**src/hdl/bpq_pkg.sv**
```systemverilog
// Shared types and constants of the beep pattern queue.
`timescale 1ns / 1ps

package bpq_pkg;

    // Pattern ring depth and index width
    localparam int QUEUE_DEPTH = 8;
    localparam int PTR_W       = $clog2(QUEUE_DEPTH);

    // Request queue between front and back (power of two depth)
    localparam int CMD_DEPTH   = 4;
    localparam int CMD_PTR_W   = $clog2(CMD_DEPTH);
    localparam int CMD_CNT_W   = $clog2(CMD_DEPTH + 1);

    // Field widths
    localparam int TOTAL_W     = 16;
    localparam int PHASE_W     = 8;
    localparam int SUM_W       = PHASE_W + 2;
    localparam int DIV_CNT_W   = $clog2(TOTAL_W);

    localparam logic KIND_ENQ  = 1'b0;
    localparam logic KIND_TICK = 1'b1;

    typedef enum logic [1:0] {
        CMD_ENQ,
        CMD_REJECT,
        CMD_TICK
    } cmd_op_t;

    typedef struct packed {
        logic [TOTAL_W-1:0] total;
        logic [PHASE_W-1:0] on1;
        logic [PHASE_W-1:0] off1;
        logic [PHASE_W-1:0] on2;
        logic [PHASE_W-1:0] off2;
    } pattern_t;

    typedef struct packed {
        cmd_op_t  op;
        pattern_t pat;
    } cmd_t;

    typedef struct packed {
        logic buzzer_on;
        logic accepted;
        logic queue_full;
        logic queue_empty;
    } res_t;

endpackage

```
**src/hdl/bpq_front.sv**
```systemverilog
// Front end: classifies incoming requests and buffers them for the back end.
`timescale 1ns / 1ps

module bpq_front (
    input  logic                         clk,
    input  logic                         rst_n,
    input  logic                         push,
    output logic                         full,
    input  logic                         kind,
    input  logic [bpq_pkg::TOTAL_W-1:0]  total_time,
    input  logic [bpq_pkg::PHASE_W-1:0]  first_on,
    input  logic [bpq_pkg::PHASE_W-1:0]  first_off,
    input  logic [bpq_pkg::PHASE_W-1:0]  second_on,
    input  logic [bpq_pkg::PHASE_W-1:0]  second_off,
    output logic                         cmd_valid,
    output bpq_pkg::cmd_t                cmd,
    input  logic                         cmd_pop
);
    import bpq_pkg::*;

    cmd_t                 slot_reg [CMD_DEPTH];
    logic [CMD_PTR_W-1:0] wr_ptr_reg, wr_ptr_next;
    logic [CMD_PTR_W-1:0] rd_ptr_reg, rd_ptr_next;
    logic [CMD_CNT_W-1:0] cnt_reg, cnt_next;
    cmd_t                 cmd_in;
    logic                 wr_en;
    logic                 rd_en;

    // Zero-total enqueues are rejected here; full-queue rejects are the back end's call
    always_comb
    begin
        cmd_in.pat.total = total_time;
        cmd_in.pat.on1   = first_on;
        cmd_in.pat.off1  = first_off;
        cmd_in.pat.on2   = second_on;
        cmd_in.pat.off2  = second_off;
        if (kind == KIND_TICK)
            cmd_in.op = CMD_TICK;
        else if (total_time == '0)
            cmd_in.op = CMD_REJECT;
        else
            cmd_in.op = CMD_ENQ;
    end

    assign full      = (cnt_reg == CMD_CNT_W'(CMD_DEPTH));
    assign cmd_valid = (cnt_reg != '0);
    assign cmd       = slot_reg[rd_ptr_reg];
    assign wr_en     = push && !full;
    assign rd_en     = cmd_pop && cmd_valid;

    always_comb
    begin
        wr_ptr_next = wr_en ? wr_ptr_reg + 1'b1 : wr_ptr_reg;
        rd_ptr_next = rd_en ? rd_ptr_reg + 1'b1 : rd_ptr_reg;
        cnt_next    = cnt_reg;
        if (wr_en && !rd_en)
            cnt_next = cnt_reg + 1'b1;
        else if (!wr_en && rd_en)
            cnt_next = cnt_reg - 1'b1;
    end

    always_ff @(posedge clk)
    begin
        if (wr_en)
            slot_reg[wr_ptr_reg] <= cmd_in;
    end

    always_ff @(posedge clk or negedge rst_n)
    begin
        if (!rst_n)
        begin
            wr_ptr_reg <= '0;
            rd_ptr_reg <= '0;
            cnt_reg    <= '0;
        end
        else
        begin
            wr_ptr_reg <= wr_ptr_next;
            rd_ptr_reg <= rd_ptr_next;
            cnt_reg    <= cnt_next;
        end
    end

endmodule

```
**src/hdl/bpq_mod_unit.sv**
```systemverilog
// Bit-serial restoring modulo unit: tick count modulo phase sum.
`timescale 1ns / 1ps

module bpq_mod_unit (
    input  logic                         clk,
    input  logic                         rst_n,
    input  logic                         start,
    input  logic [bpq_pkg::TOTAL_W-1:0]  dividend,
    input  logic [bpq_pkg::SUM_W-1:0]    divisor,
    output logic                         done,
    output logic [bpq_pkg::SUM_W-1:0]    remainder
);
    import bpq_pkg::*;

    logic                 busy_reg, busy_next;
    logic                 done_reg, done_next;
    logic [DIV_CNT_W-1:0] cnt_reg, cnt_next;
    logic [TOTAL_W-1:0]   dvd_reg;
    logic [SUM_W-1:0]     dsr_reg;
    logic [SUM_W-1:0]     rem_reg, rem_next;
    logic [SUM_W:0]       trial;
    logic [SUM_W:0]       diff;

    // Partial remainder stays below 2*divisor, so one extra bit covers the trial
    always_comb
    begin
        trial    = {rem_reg, dvd_reg[TOTAL_W-1]};
        diff     = trial - {1'b0, dsr_reg};
        rem_next = (trial >= {1'b0, dsr_reg}) ? diff[SUM_W-1:0] : trial[SUM_W-1:0];
    end

    always_comb
    begin
        busy_next = busy_reg;
        done_next = 1'b0;
        cnt_next  = cnt_reg;
        if (start)
        begin
            busy_next = 1'b1;
            cnt_next  = DIV_CNT_W'(TOTAL_W - 1);
        end
        else if (busy_reg)
        begin
            cnt_next = cnt_reg - 1'b1;
            if (cnt_reg == '0)
            begin
                busy_next = 1'b0;
                done_next = 1'b1;
            end
        end
    end

    always_ff @(posedge clk)
    begin
        if (start)
        begin
            dvd_reg <= dividend;
            dsr_reg <= divisor;
            rem_reg <= '0;
        end
        else if (busy_reg)
        begin
            dvd_reg <= {dvd_reg[TOTAL_W-2:0], 1'b0};
            rem_reg <= rem_next;
        end
    end

    always_ff @(posedge clk or negedge rst_n)
    begin
        if (!rst_n)
        begin
            busy_reg <= 1'b0;
            done_reg <= 1'b0;
            cnt_reg  <= '0;
        end
        else
        begin
            busy_reg <= busy_next;
            done_reg <= done_next;
            cnt_reg  <= cnt_next;
        end
    end

    assign done      = done_reg;
    assign remainder = rem_reg;

    assert property (@(posedge clk) disable iff (!rst_n)
        start |=> busy_reg)
        else $error("modulo unit did not go busy after start");

    assert property (@(posedge clk) disable iff (!rst_n)
        done_reg |-> !busy_reg && $past(busy_reg))
        else $error("modulo done without a finished run");

    assert property (@(posedge clk) disable iff (!rst_n)
        busy_reg |-> rem_reg < dsr_reg)
        else $error("partial remainder out of range");

endmodule

```
**src/hdl/bpq_back.sv**
```systemverilog
// Back end: pattern ring, playback sequencer and result register.
`timescale 1ns / 1ps

module bpq_back (
    input  logic           clk,
    input  logic           rst_n,
    input  logic           cmd_valid,
    input  bpq_pkg::cmd_t  cmd,
    output logic           cmd_pop,
    output logic           empty,
    input  logic           pop,
    output bpq_pkg::res_t  res
);
    import bpq_pkg::*;

    typedef enum logic [1:0] {
        S_IDLE,
        S_SUM,
        S_DIV,
        S_DONE
    } state_t;

    state_t               state_reg, state_next;
    logic [PTR_W-1:0]     head_reg, head_next;
    logic [PTR_W-1:0]     tail_reg, tail_next;
    logic                 not_full_reg, not_full_next;
    logic [TOTAL_W-1:0]   count_reg, count_next;
    logic                 level_reg, level_next;
    logic                 sum_zero_reg, sum_zero_next;
    logic                 res_valid_reg, res_valid_next;
    res_t                 res_reg, res_next;

    pattern_t             store [QUEUE_DEPTH];
    pattern_t             pat_reg;
    logic                 store_wr;

    logic                 q_empty;
    logic [SUM_W-1:0]     sum;
    logic                 div_start;
    logic                 div_done;
    logic [SUM_W-1:0]     div_rem;
    logic [PHASE_W:0]     half1;
    logic [SUM_W-1:0]     half2;
    logic                 phase_on;
    logic [TOTAL_W:0]     count_inc;
    logic                 accepted;
    logic                 emit;

    function automatic logic [PTR_W-1:0] ring_next(input logic [PTR_W-1:0] i);
        return (i == PTR_W'(QUEUE_DEPTH - 1)) ? '0 : i + 1'b1;
    endfunction

    assign q_empty = (head_reg == tail_reg) && not_full_reg;

    // Phase sum of the head pattern, registered read of the ring
    assign sum = SUM_W'(pat_reg.on1) + SUM_W'(pat_reg.off1)
               + SUM_W'(pat_reg.on2) + SUM_W'(pat_reg.off2);
    assign div_start = (state_reg == S_SUM) && (sum != '0);

    bpq_mod_unit u_mod (
        .clk       (clk),
        .rst_n     (rst_n),
        .start     (div_start),
        .dividend  (count_reg),
        .divisor   (sum),
        .done      (div_done),
        .remainder (div_rem)
    );

    // Phase lookup on the remainder
    always_comb
    begin
        half1 = {1'b0, pat_reg.on1} + {1'b0, pat_reg.off1};
        half2 = SUM_W'(half1) + SUM_W'(pat_reg.on2);
        if (div_rem < SUM_W'(half1))
            phase_on = div_rem < SUM_W'(pat_reg.on1);
        else
            phase_on = div_rem < half2;
        count_inc = {1'b0, count_reg} + 1'b1;
    end

    always_comb
    begin
        state_next    = state_reg;
        head_next     = head_reg;
        tail_next     = tail_reg;
        not_full_next = not_full_reg;
        count_next    = count_reg;
        level_next    = level_reg;
        sum_zero_next = sum_zero_reg;
        res_valid_next = res_valid_reg && !pop;
        cmd_pop       = 1'b0;
        store_wr      = 1'b0;
        accepted      = 1'b0;
        emit          = 1'b0;

        unique case (state_reg)
            S_IDLE:
            begin
                // Take a request only when the result slot is free
                if (cmd_valid && !res_valid_reg)
                begin
                    cmd_pop = 1'b1;
                    unique case (cmd.op)
                        CMD_ENQ:
                        begin
                            emit = 1'b1;
                            if (not_full_reg)
                            begin
                                store_wr      = 1'b1;
                                accepted      = 1'b1;
                                tail_next     = ring_next(tail_reg);
                                not_full_next = ring_next(tail_reg) != head_reg;
                            end
                        end
                        CMD_REJECT:
                            emit = 1'b1;
                        CMD_TICK:
                        begin
                            if (q_empty)
                                emit = 1'b1;
                            else
                                state_next = S_SUM;
                        end
                        default:
                            emit = 1'b1;
                    endcase
                end
            end
            S_SUM:
            begin
                sum_zero_next = (sum == '0);
                state_next    = (sum == '0) ? S_DONE : S_DIV;
            end
            S_DIV:
            begin
                if (div_done)
                    state_next = S_DONE;
            end
            S_DONE:
            begin
                emit       = 1'b1;
                state_next = S_IDLE;
                level_next = sum_zero_reg ? 1'b0 : phase_on;
                // Pattern ends when the advanced count reaches its total
                if (count_inc >= {1'b0, pat_reg.total})
                begin
                    level_next    = 1'b0;
                    head_next     = ring_next(head_reg);
                    count_next    = '0;
                    not_full_next = 1'b1;
                end
                else
                    count_next = count_inc[TOTAL_W-1:0];
            end
            default:
                state_next = S_IDLE;
        endcase

        res_next = res_reg;
        if (emit)
        begin
            res_valid_next       = 1'b1;
            res_next.buzzer_on   = level_next;
            res_next.accepted    = accepted;
            res_next.queue_full  = !not_full_next;
            res_next.queue_empty = (head_next == tail_next) && not_full_next;
        end
    end

    always_ff @(posedge clk)
    begin
        if (store_wr)
            store[tail_reg] <= cmd.pat;
        pat_reg <= store[head_reg];
    end

    always_ff @(posedge clk or negedge rst_n)
    begin
        if (!rst_n)
        begin
            state_reg     <= S_IDLE;
            head_reg      <= '0;
            tail_reg      <= '0;
            not_full_reg  <= 1'b1;
            count_reg     <= '0;
            level_reg     <= 1'b0;
            sum_zero_reg  <= 1'b0;
            res_valid_reg <= 1'b0;
            res_reg       <= '0;
        end
        else
        begin
            state_reg     <= state_next;
            head_reg      <= head_next;
            tail_reg      <= tail_next;
            not_full_reg  <= not_full_next;
            count_reg     <= count_next;
            level_reg     <= level_next;
            sum_zero_reg  <= sum_zero_next;
            res_valid_reg <= res_valid_next;
            res_reg       <= res_next;
        end
    end

    assign empty = !res_valid_reg;
    assign res   = res_reg;

    assert property (@(posedge clk) disable iff (!rst_n)
        !not_full_reg |-> head_reg == tail_reg)
        else $error("full flag set with head and tail apart");

    assert property (@(posedge clk) disable iff (!rst_n)
        q_empty |-> count_reg == '0)
        else $error("tick count nonzero with no pattern playing");

    assert property (@(posedge clk) disable iff (!rst_n)
        cmd_pop |-> !res_valid_reg && state_reg == S_IDLE)
        else $error("request taken while a result is pending");

    assert property (@(posedge clk) disable iff (!rst_n)
        res_valid_reg && res_reg.accepted |-> !res_reg.queue_empty)
        else $error("accepted enqueue reported an empty queue");

    assert property (@(posedge clk) disable iff (!rst_n)
        div_done |-> state_reg == S_DIV)
        else $error("modulo result outside of the divide state");

endmodule

```
**src/hdl/beep_pattern_queue_unit.sv**
```systemverilog
// Top level of the beep pattern queue: front end, request queue, playback back end.
//
//  channel  | handshake              | payload
//  ---------+------------------------+---------------------------------------------
//  request  | push / full            | kind, total_time, first_on, first_off,
//           |                        | second_on, second_off
//  result   | empty / pop            | buzzer_on, accepted, queue_full, queue_empty
//
// Enqueue and reject results are registered as the back end takes the request.
// A tick on a playing pattern runs S_SUM, S_DIV, S_DONE; S_DIV waits on the 16-step
// bit-serial modulo unit, and a zero phase sum skips S_DIV.
// Reset is asynchronous active low and clears all control state; no clearing pass.
// A 4-entry request queue lets requests come in while the back end is busy or a
// result waits; the back end takes the next request only once the result is popped.
`timescale 1ns / 1ps

module beep_pattern_queue_unit (
    input  logic                         clk,
    input  logic                         rst_n,
    input  logic                         push,
    output logic                         full,
    input  logic                         kind,
    input  logic [bpq_pkg::TOTAL_W-1:0]  total_time,
    input  logic [bpq_pkg::PHASE_W-1:0]  first_on,
    input  logic [bpq_pkg::PHASE_W-1:0]  first_off,
    input  logic [bpq_pkg::PHASE_W-1:0]  second_on,
    input  logic [bpq_pkg::PHASE_W-1:0]  second_off,
    output logic                         empty,
    input  logic                         pop,
    output logic                         buzzer_on,
    output logic                         accepted,
    output logic                         queue_full,
    output logic                         queue_empty
);
    import bpq_pkg::*;

    logic cmd_valid;
    cmd_t cmd;
    logic cmd_pop;
    res_t res;

    bpq_front u_front (
        .clk        (clk),
        .rst_n      (rst_n),
        .push       (push),
        .full       (full),
        .kind       (kind),
        .total_time (total_time),
        .first_on   (first_on),
        .first_off  (first_off),
        .second_on  (second_on),
        .second_off (second_off),
        .cmd_valid  (cmd_valid),
        .cmd        (cmd),
        .cmd_pop    (cmd_pop)
    );

    bpq_back u_back (
        .clk       (clk),
        .rst_n     (rst_n),
        .cmd_valid (cmd_valid),
        .cmd       (cmd),
        .cmd_pop   (cmd_pop),
        .empty     (empty),
        .pop       (pop),
        .res       (res)
    );

    assign buzzer_on   = res.buzzer_on;
    assign accepted    = res.accepted;
    assign queue_full  = res.queue_full;
    assign queue_empty = res.queue_empty;

endmodule
```
**config.mk**
```make
export PLATFORM = sky130hd
export DESIGN_NAME = beep_pattern_queue_unit
export DESIGN_NICKNAME = d
export VERILOG_FILES = /design/src/hdl/bpq_pkg.sv /design/src/hdl/bpq_front.sv /design/src/hdl/bpq_mod_unit.sv /design/src/hdl/bpq_back.sv /design/src/hdl/beep_pattern_queue_unit.sv
export SDC_FILE = /design/constraint.sdc
export NUM_CORES = 1
export LEC_CHECK = 0
export BUFFER_PORTS_ARGS = -buffer_cell sky130_fd_sc_hd__buf_2
export CAP_MARGIN = 20
export CELL_PAD_IN_SITES_DETAIL_PLACEMENT = 1
export CELL_PAD_IN_SITES_GLOBAL_PLACEMENT = 2
export CORE_UTILIZATION = 30
export DETAILED_ROUTE_END_ITERATION = 7
export PLACE_DENSITY_LB_ADDON = 0.25
export SLEW_MARGIN = 5
export SYNTH_ARGS = -nofsm -noshare
export SYNTH_HDL_FRONTEND = slang
export SYNTH_HIERARCHICAL = 1
export SYNTH_SLANG_ARGS = --single-unit
export TNS_END_PERCENT = 5
```
**constraint.sdc**
```tcl
create_clock -name clk -period 10.4 [get_ports clk]
set_clock_uncertainty 0.1 [all_clocks]
set_input_delay 0.52 -clock clk [delete_from_list [all_inputs] [get_ports clk]]
set_output_delay 0.52 -clock clk [all_outputs]
set_load 0.05 [all_outputs]
```
# Word level (Yosys, flattened, before mapping)
# Memories as Yosys holds them, arrays and structs flattened. A register that Yosys moved wholly into a read port is not among the register bits.
# Cells that the tools add are included.
[totals] ff_bits=81 ramBits=584 input_bits=53 out_inout_bits=6 n_memories=2
[memory_table] name="u_back.store" depth=8 word_bits=48 rd=1 rd_clocked_by_memory_dff=1 write_ports=1 line_no="bpq_back.sv:33" rtl="pattern_t store [QUEUE_DEPTH];"
[memory_table] name="u_front.slot_reg" depth=4 word_bits=50 rd=1 rd_clocked_by_memory_dff=0 write_ports=1 line_no="bpq_front.sv:21" rtl="cmd_t slot_reg [CMD_DEPTH];"
[op_classes] add_sub_neg=14 magnitude_cmp=5 n_eq_ne=14 muxes=54 reduce_logical=25
[ops] cell="$mux W16" n=3
[ops] cell="$mux W1" n=30
[ops] cell="$mux W3" n=10
[ops] cell="$add A10 B8 Y10" n=2
[ops] cell="$add A8 B8 Y9" n=2
[ops] cell="$add A16 B1 Y17 const B" n=1
[ops] cell="$ge A17 B16 Y1" n=1
[ops] cell="$logic_not A16 Y1" n=1
[ops] cell="$ge A11 B10 Y1" n=1
[ops] cell="$add A9 B8 Y10" n=1
[ops] cell="$logic_not A10 Y1" n=1
[ops] cell="$lt A10 B10 Y1" n=1
[ops] cell="$lt A10 B8 Y1" n=1
[ops] cell="$lt A10 B9 Y1" n=1
[ops] cell="$mux W10" n=1
[ops] cell="$mux W2" n=5
[ops] cell="$reduce_bool A10 Y1" n=1
[ops] cell="$sub A10 B10 Y10" n=1
[ops] cell="$add A3 B1 Y3 const B" n=3
[ops] cell="$eq A3 B3 Y1 const B" n=3
[ops] cell="$logic_and A1 B1 Y1" n=9
[ops] cell="$mux W4" n=2
[ops] cell="$pmux W2 S4" n=1
[ops] cell="$eq A2 B2 Y1 const B" n=3
[ops] cell="15 further kinds" n=27

# Logic depth before layout (Yosys ltp)
# Gate-level depths: netlist of run 1.
[depth] word_depth=8 ltp_mapped=18 mapped_depth_nobuf=18

# Modules after synthesis
# Netlist of run 1, hierarchy kept.
[by_module_without_submodules] module="bpq_back" n_inst=1 cells_each=1080 area_per_inst_um2=19535.0
[by_module_without_submodules] module="bpq_front" n_inst=1 cells_each=303 area_per_inst_um2=7736.2
[by_module_without_submodules] module="bpq_mod_unit" n_inst=1 cells_each=198 area_per_inst_um2=2207.1

# Least setup slack after synthesis of run 1
# Ideal clock, no wire load.
[synth_path] path_type="reg-to-reg" from="reg u_front.rd_ptr_reg[0]" to="mem u_back/store[0][0] in the netlist's numbering, enable pin" setup_time_ns=0.573 t_arrival_ns=6.209 slack_ns=3.519 path_stages_with_launch=7 path_buffers=2 period_less_slack_ns=6.881 cell_sequence="dfrtp_1 > buf_6 > buf_12 > mux4_2 > nor3b_1 > nand2_1 > nor4_1"
[synth_rtl] item="from (decl)" line_no="bpq_front.sv:23" rtl="logic [CMD_PTR_W-1:0] rd_ptr_reg, rd_ptr_next;"
[synth_rtl] item="from (signal assigned)" line_no="bpq_front.sv:79" rtl="rd_ptr_reg <= rd_ptr_next;"
[synth_rtl] item="to (decl)" line_no="bpq_back.sv:33"

# Final worst setup path of run 1
[layout_path] from="reg u_back/pat_reg[17] (netlist name)" to="reg u_back.u_mod.dvd_reg[14], enable pin"
[layout_between] elab_chain_cells=6
[layout_rtl] item="$add A8 B8 Y9" line_no="bpq_back.sv:56" rtl="assign sum = SUM_W'(pat_reg.on1) + SUM_W'(pat_reg.off1)"
[layout_rtl] item="$add A10 B8 Y10 (2 in series)" line_no="bpq_back.sv:57" rtl="+ SUM_W'(pat_reg.on2) + SUM_W'(pat_reg.off2);"
[layout_rtl] item="$reduce_bool A10 Y1" line_no="bpq_back.sv:58" rtl="assign div_start = (state_reg == S_SUM) && (sum != '0);"
[layout_rtl] item="$logic_and A1 B1 Y1" line_no="bpq_back.sv:58"
[layout_rtl] item="named net u_back.div_start" line_no="bpq_back.sv:39" rtl="logic div_start;"
[layout_rtl] item="$reduce_bool A2 Y1 (no source line)"
[layout_rtl] item="to (signal assigned)" line_no="bpq_mod_unit.sv:57" rtl="dvd_reg <= dividend;"
[layout_rtl] item="to (signal assigned)" line_no="bpq_mod_unit.sv:63" rtl="dvd_reg <= {dvd_reg[TOTAL_W-2:0], 1'b0};"
[layout_rtl] item="to (decl)" line_no="bpq_mod_unit.sv:18" rtl="logic [TOTAL_W-1:0] dvd_reg;"
# The timed path passes the listed nets, and every way through them passes these cells.
# A chain may end at the register's enable or synchronous reset.

==> results of run 1 <==
## layout make-up
class / instances / share of cell area
tap: 1276 / 0.0471
multi-input combinational: 734 / 0.245
timing repair buffer: 108 / 0.0216
sequential: 713 / 0.608
clock inverter: 41 / 0.00900
inverter: 73 / 0.00808
clock buffer: 99 / 0.0614
## cells by family (layout without fill, tap and decap cells)
kind of cell	Yosys count	in the layout	synth area share
adders and majority gates	110	110	0.0518
xor gates and xnor gates	50	50	0.0149
DFF	713	713	0.699
AOI/OAI and AO/OA	153	153	0.0364
buffers and inverters	134	321	0.0212
muxes	222	222	0.141
and+or+nand+nor	199	199	0.0358
## cells in the mapped netlist (9+ instances only)
master / number
a21o_1: 9
a21oi_1: 39
buf_2: 12
clkbuf_1: 32
dfrtp_1: 44
dfxtp_1: 58
edfxtp_1: 610
fa_1: 20
ha_1: 90
inv_1: 73
mux2_2: 67
mux4_2: 144
nand2_1: 55
nand2b_1: 21
nand3_1: 20
nor2_1: 32
nor3_1: 14
nor4_1: 11
o21ai_0: 26
o2bb2ai_1: 9
xnor2_1: 34
xor2_1: 16
## critical path, delay by kind of cell, from the launching register on
family	cells	cell delay, ps
AND/OR/NAND/NOR	3	1160
AO/OA/AOI/OAI	5	880
adder cells (fa/ha/maj)	4	1550
flip-flops	1	400
buffers and inverters	2	340
## stage by stage
stage / setup slack [ps] / total power, mW / util / cell area (sq um) / instances
finish: 5650 / 8.48 / 0.350 / 33900 / 3044
global placement: 5630 / 5.91 / 0.322 / 31300 / 2877
floorplan: 3520 / 5.36 / - / 29500 / 1581
detailed placement: 5620 / 5.99 / 0.322 / 31300 / 2877
CTS: 5590 / 8.63 / 0.350 / 33900 / 3044
global route: 5360 / 8.93 / 0.350 / 33900 / 3044
## per-layer routing
metal | routed length [microns] | up-vias
met5 | 0 | -
met4 | 1150 | 0
met3 | 1940 | 76
met2 | 32500 | 191
met1 | 30400 | 7682
li1 | - | 6533
## worst max-delay path by stage
stage	slack (ps)	startpoint	to	cells past startpoint
after floorplan	3520	u_front/rd_ptr_reg[0]	u_back/store[0][0]	6
after detailed placement	5620	u_back/pat_reg[17]	u_back/u_mod/dvd_reg[7]	14
final	5650	u_back/pat_reg[17]	u_back/u_mod/dvd_reg[14]	14
after global routing	5360	u_back/pat_reg[17]	u_back/u_mod/dvd_reg[7]	14
after global placement	5630	u_back/pat_reg[17]	u_back/u_mod/dvd_reg[5]	14
after CTS	5590	u_back/pat_reg[17]	u_back/u_mod/dvd_reg[7]	14
## power groups by stage
stage	Combinational [mW]	Clock, mW	Sequential, mW
floorplan	1.42	0	3.95
global placement	1.91	0	3.99
detailed placement	1.97	0	4.01
CTS	1.99	2.69	3.96
global route	2.17	2.78	3.99
finish	1.94	2.60	3.95
==> results.toml, run 1 <==
[outcome]
outcome = "complete, no violations"

[grt]
use_met1 = 0.181
grt.total_usage = 0.135
grt_pass1_wl_mm = 101
busiest_layer = "met2"
overflow = 0
antenna_found_initial = 4
use_met3 = 0.0197
grt_max_degree = 59
use_met2 = 0.229
first_global_vias = 16184

[synthesis]
synth_cell_types = 84
yosysTopAreaCellShare = 0.621
avgSynthCellArea_sq_um = 18.6
syn_inst = 1581
synth-edff-count = 610
syn_area_sq_um = 29500
syn-num-nets = 1744
yosysSeqAreaShare = 0.699
synth_area_leaders = "edfxtp_1, mux4_2, dfxtp_1"
synth_flop_cell = "edfxtp_1"
yosys_warnings = 6
ys_ff_latch = 713
async_reset_ff_frac = 0.0631
synth_top_area_cell = "edfxtp_1"

[detailed_routing]
remaining_drc_errors = 0
antenna_left = 0
num_vias = 14482
dr.pass1.iters = 4
avgViaCountPerCell = 4.76
routed_wl_mm = 65.9
drtIter0Drc = 807
wl_per_cell_microns = 21.7

[power_and_ir_drop]
p_leak_nw = 11.5
powerDensity_nw_per_um2 = 250
internal-power_mw = 5.98
pwr-share-seq = 0.465
switching_power_mw = 2.51
switching_share = 0.296
power_frac_comb = 0.228
peakVddDrop_mv = 0.120
clkPwrFrac = 0.307

[layout]
final_cell_mix = "edfxtp_1, mux4_2, ha_1, clkbuf_16, inv_1"
largest_reg_flops = 384
n_antenna_cell = 0
regArea_sq_um = 20600
final_net_count = 1869
nFillCells = 9714
drive_above_1_share = 0.245
syn_to_final_growth_pct = 15.0
final_common_cell = "edfxtp_1"
multi_input_area_sq_um = 8300

[clock_tree]
cts.sinks = 713
post-cts-setup-buffer-count = 0
cts_tree = "built"
path_clk_slew_ps = 60
numCtsBuffers = 76
clockBufferDepth = 3
hold_buffers = 27
clock_latency_ps = 620
ctsRootBufferMaster = "clkbuf_16"
postCtsResizedCells = 0
h-tree-depth = 3

[critical_path]
cp_data_arrival_time_ps = 4980
end_kind = "flop"
r2r_slack_ps = 5650
r2r-end = "u_back/u_mod/dvd_reg[14]"
worstSetupStartpointType = "flop"
cp_cell_sequence = "fa_1, fa_1, ha_1, inv_1, fa_1, nor2b_1, o21ai_1, a21boi_1, o31a_1, o31ai_1, or4b_1, o21a_1, buf_4, or2_2"
required_ps = 10630
slowest_delay_ps = 530
r2r_start = "u_back/pat_reg[17]"
crit_top_cell = "fa_1"
critPathMaxFanout = 47
critPathKind = "flop to flop"
crit_path_top_delay_cell = "fa_1"
reg2regPathDepth = 14

[place]
place.gp.congestion = 0.734
dp_hpwl_mm = 40.1
io_buffers = 58

[die]
die_y_microns = 315
dieWidth_microns = 315
core_area_sq_um = 97000
fp-row-count = 114
initial_core_util = 0.304
io_pins = 59
die-area_sq_um = 99500

[flow_run]
max_cap_viol_count = 0

[worst_hold_path]
hp-class = "input port to flop"
whs_endpoint = "u_front/slot_reg[2][1]"
min_from = "second_off[1]"
hold_depth = 1

[sta]
hold_ws_ps = 33.6
setup_violations = 0
timing.setup.tns_ps = 0
slew_headroom = 0.320
hold_violations = 0
tightest_slew_ps = 1020
grt_setup_unrepaired = "no"
max_freq_mhz = 210
slew_viol_final = 0
post-route-period-util = 0.457
min_period_ps = 4750
No activity file was read; power rests on OpenSTA's default activity.
==> inputs of run 2 (changes only) <==
clock period = 4 ns   (was 10.4 ns; I/O delays follow)
==> run 2 against run 1 <==
Effect of this change:
- the run now ends with setup timing left
- design area rose by 3.5%
- cell count rose by 3.4%
- sequential power rose to 2.6 times the previous value
- clock power rose to 2.6 times the previous value
- sequential share of layout area fell by 2.0 points
- flip-flop and latch count did not move
- maximum frequency rose by 14%
- critical path type unchanged
==> results.toml, run 2 (synthesis gave the netlist of run 1 again) <==
[outcome]
outcome = "complete, but fails checks"
violations = "setup timing"

[place]
io_buffers = 58
dp_hpwl_mm = 41.7
place.gp.congestion = 0.732
dp_cells = 2948

[detailed_routing]
antenna_left = 0
wl_per_cell_microns = 21.1
avgViaCountPerCell = 4.69
dr.pass1.iters = 5
routed_wl_mm = 66.5
num_vias = 14776
drtIter0Drc = 781
remaining_drc_errors = 0

[die]
fp-row-count = 114
core_area_sq_um = 97000
die-area_sq_um = 99500
io_pins = 59
initial_core_util = 0.304
die_y_microns = 315
dieWidth_microns = 315

[critical_path]
required_ps = 4420
path_buf_inv = 2
critPathKind = "flop to flop"
cp_cell_sequence = "fa_1, fa_1, ha_2, inv_2, fa_2, inv_2, nor4_2, o211a_1, o31ai_2, or4b_4, o21a_4, or4b_4, o311ai_4"
end_kind = "flop"
crit_path_top_delay_cell = "or4b_4"
worstSetupStartpointType = "flop"
cp_data_arrival_time_ps = 4580
slowest_delay_ps = 530
critPathMaxFanout = 6
crit_family = "adder cells"

[clock_tree]
cts_tree = "built"
clock_latency_ps = 610
path_clk_slew_ps = 60
cts.sinks = 713
clockBufferDepth = 3
h-tree-depth = 3
numCtsBuffers = 79
ctsRootBufferMaster = "clkbuf_16"

[layout]
drive_above_1_share = 0.285
final_cells = 3149
syn_to_final_growth_pct = 19.0
regArea_sq_um = 20600
multi_input_area_sq_um = 8460
final_cell_mix = "edfxtp_1, mux4_2, ha_1, clkbuf_16, buf_4"
largest_reg_flops = 384
final_common_cell = "edfxtp_1"
nFillCells = 9660
final_net_count = 1971
final_core_util = 0.362

[sta]
slew_viol_final = 0
max_freq_mhz = 240
post-route-period-util = 1.04
timing.setup.tns_ps = -2980
grt_setup_unrepaired = "yes"
tightest_slew_ps = 963
min_period_ps = 4160
fin_ws_ps = -162
setup_violations = 40
slew_headroom = 0.358
hold_violations = 0

[grt]
grt_max_degree = 100
grt_pass1_wl_mm = 101
antenna_found_initial = 3
grt.total_usage = 0.135
overflow = 0
first_global_vias = 16202

[flow_run]
max_cap_viol_count = 0

[power_and_ir_drop]
peakVddDrop_mv = 0.374
switching_power_mw = 6.64
switching_share = 0.296
internal-power_mw = 15.8
p_leak_nw = 12.1
power_frac_comb = 0.246
clkPwrFrac = 0.298
powerDensity_nw_per_um2 = 640
pwr-share-seq = 0.456
total_power_mw = 22.5

[worst_hold_path]
hp-class = "input port to flop"
run 2: stage by stage:
stage / area [sq um] / hold slack (ps) / setup WS, ps
final: 35100 / 124 / -162
after global routing: 35100 / 129 / -280
after CTS: 35000 / 112 / -341
after detailed placement: 32000 / 297 / -387
after global placement: 32000 / 285 / -364
after floorplan: 29500 / -196 / -634
run 2: final cells by class:
type                    count  share of cell area
multi-input cells         734               0.241
inverters                  73             0.00781
flip-flops and latches    713               0.588
clock inverters            35             0.00578
well taps                1276              0.0455
repair buffers            207              0.0501
clock buffers             110              0.0620
diodes                      1           0.0000713
run 2: worst reg2reg max path, delay by kind of cell, from the launching register on:
kind                       cells  cell delay, ps
buffers and inverters          2              80
and+or+nand+nor                3            1280
DFF                            1             330
AOI/OAI and AO/OA              4             600
adders and majority gates      4            1690
run 2: worst paths after layout:
kind | from | end | slack (ps) | cells after the start
max reg2reg | u_back/pat_reg[9] | u_back/u_mod/remainder[0] | -160 | 13
min in group asynchronous | rst_n | u_back/res[2] | 180 | 3
max | u_back/pat_reg[9] | u_back/u_mod/remainder[0] | -160 | 13
min | push | u_front/wr_ptr_reg[0] | 120 | 3
min reg2reg | u_back/res[1] | u_back/res[1] | 380 | 2
max in group asynchronous | rst_n | u_back/head_reg[0] | 3080 | 3
run 2: power by group through the flow:
stage | Clock, mW | Sequential, mW | Combinational, mW
finish | 6.69 | 10.2 | 5.53
global route | 7.15 | 10.3 | 6.16
CTS | 6.92 | 10.3 | 5.63
detailed placement | 0 | 10.4 | 5.48
global placement | 0 | 10.4 | 5.31
floorplan | 0 | 10.3 | 3.70
run 2: what timing repair did:
item	CTS	global route
gates resized for setup	21	13
pin swaps	8	4
hold endpoints to repair	245	0
endpoints found under the setup margin	60	60
buffers inserted	1	3
hold buffers	51	0
run 2: layer usage:
| metal | track usage | share of wire | vias to the layer above |
|---|---|---|---|
| met5 | 0 | 0 | - |
| met4 | 0.0337 | 0.016 | 0 |
| met2 | 0.224 | 0.48 | 196 |
| li1 | - | - | 6749 |
| met1 | 0.186 | 0.47 | 7755 |
| met3 | 0.0216 | 0.031 | 76 |
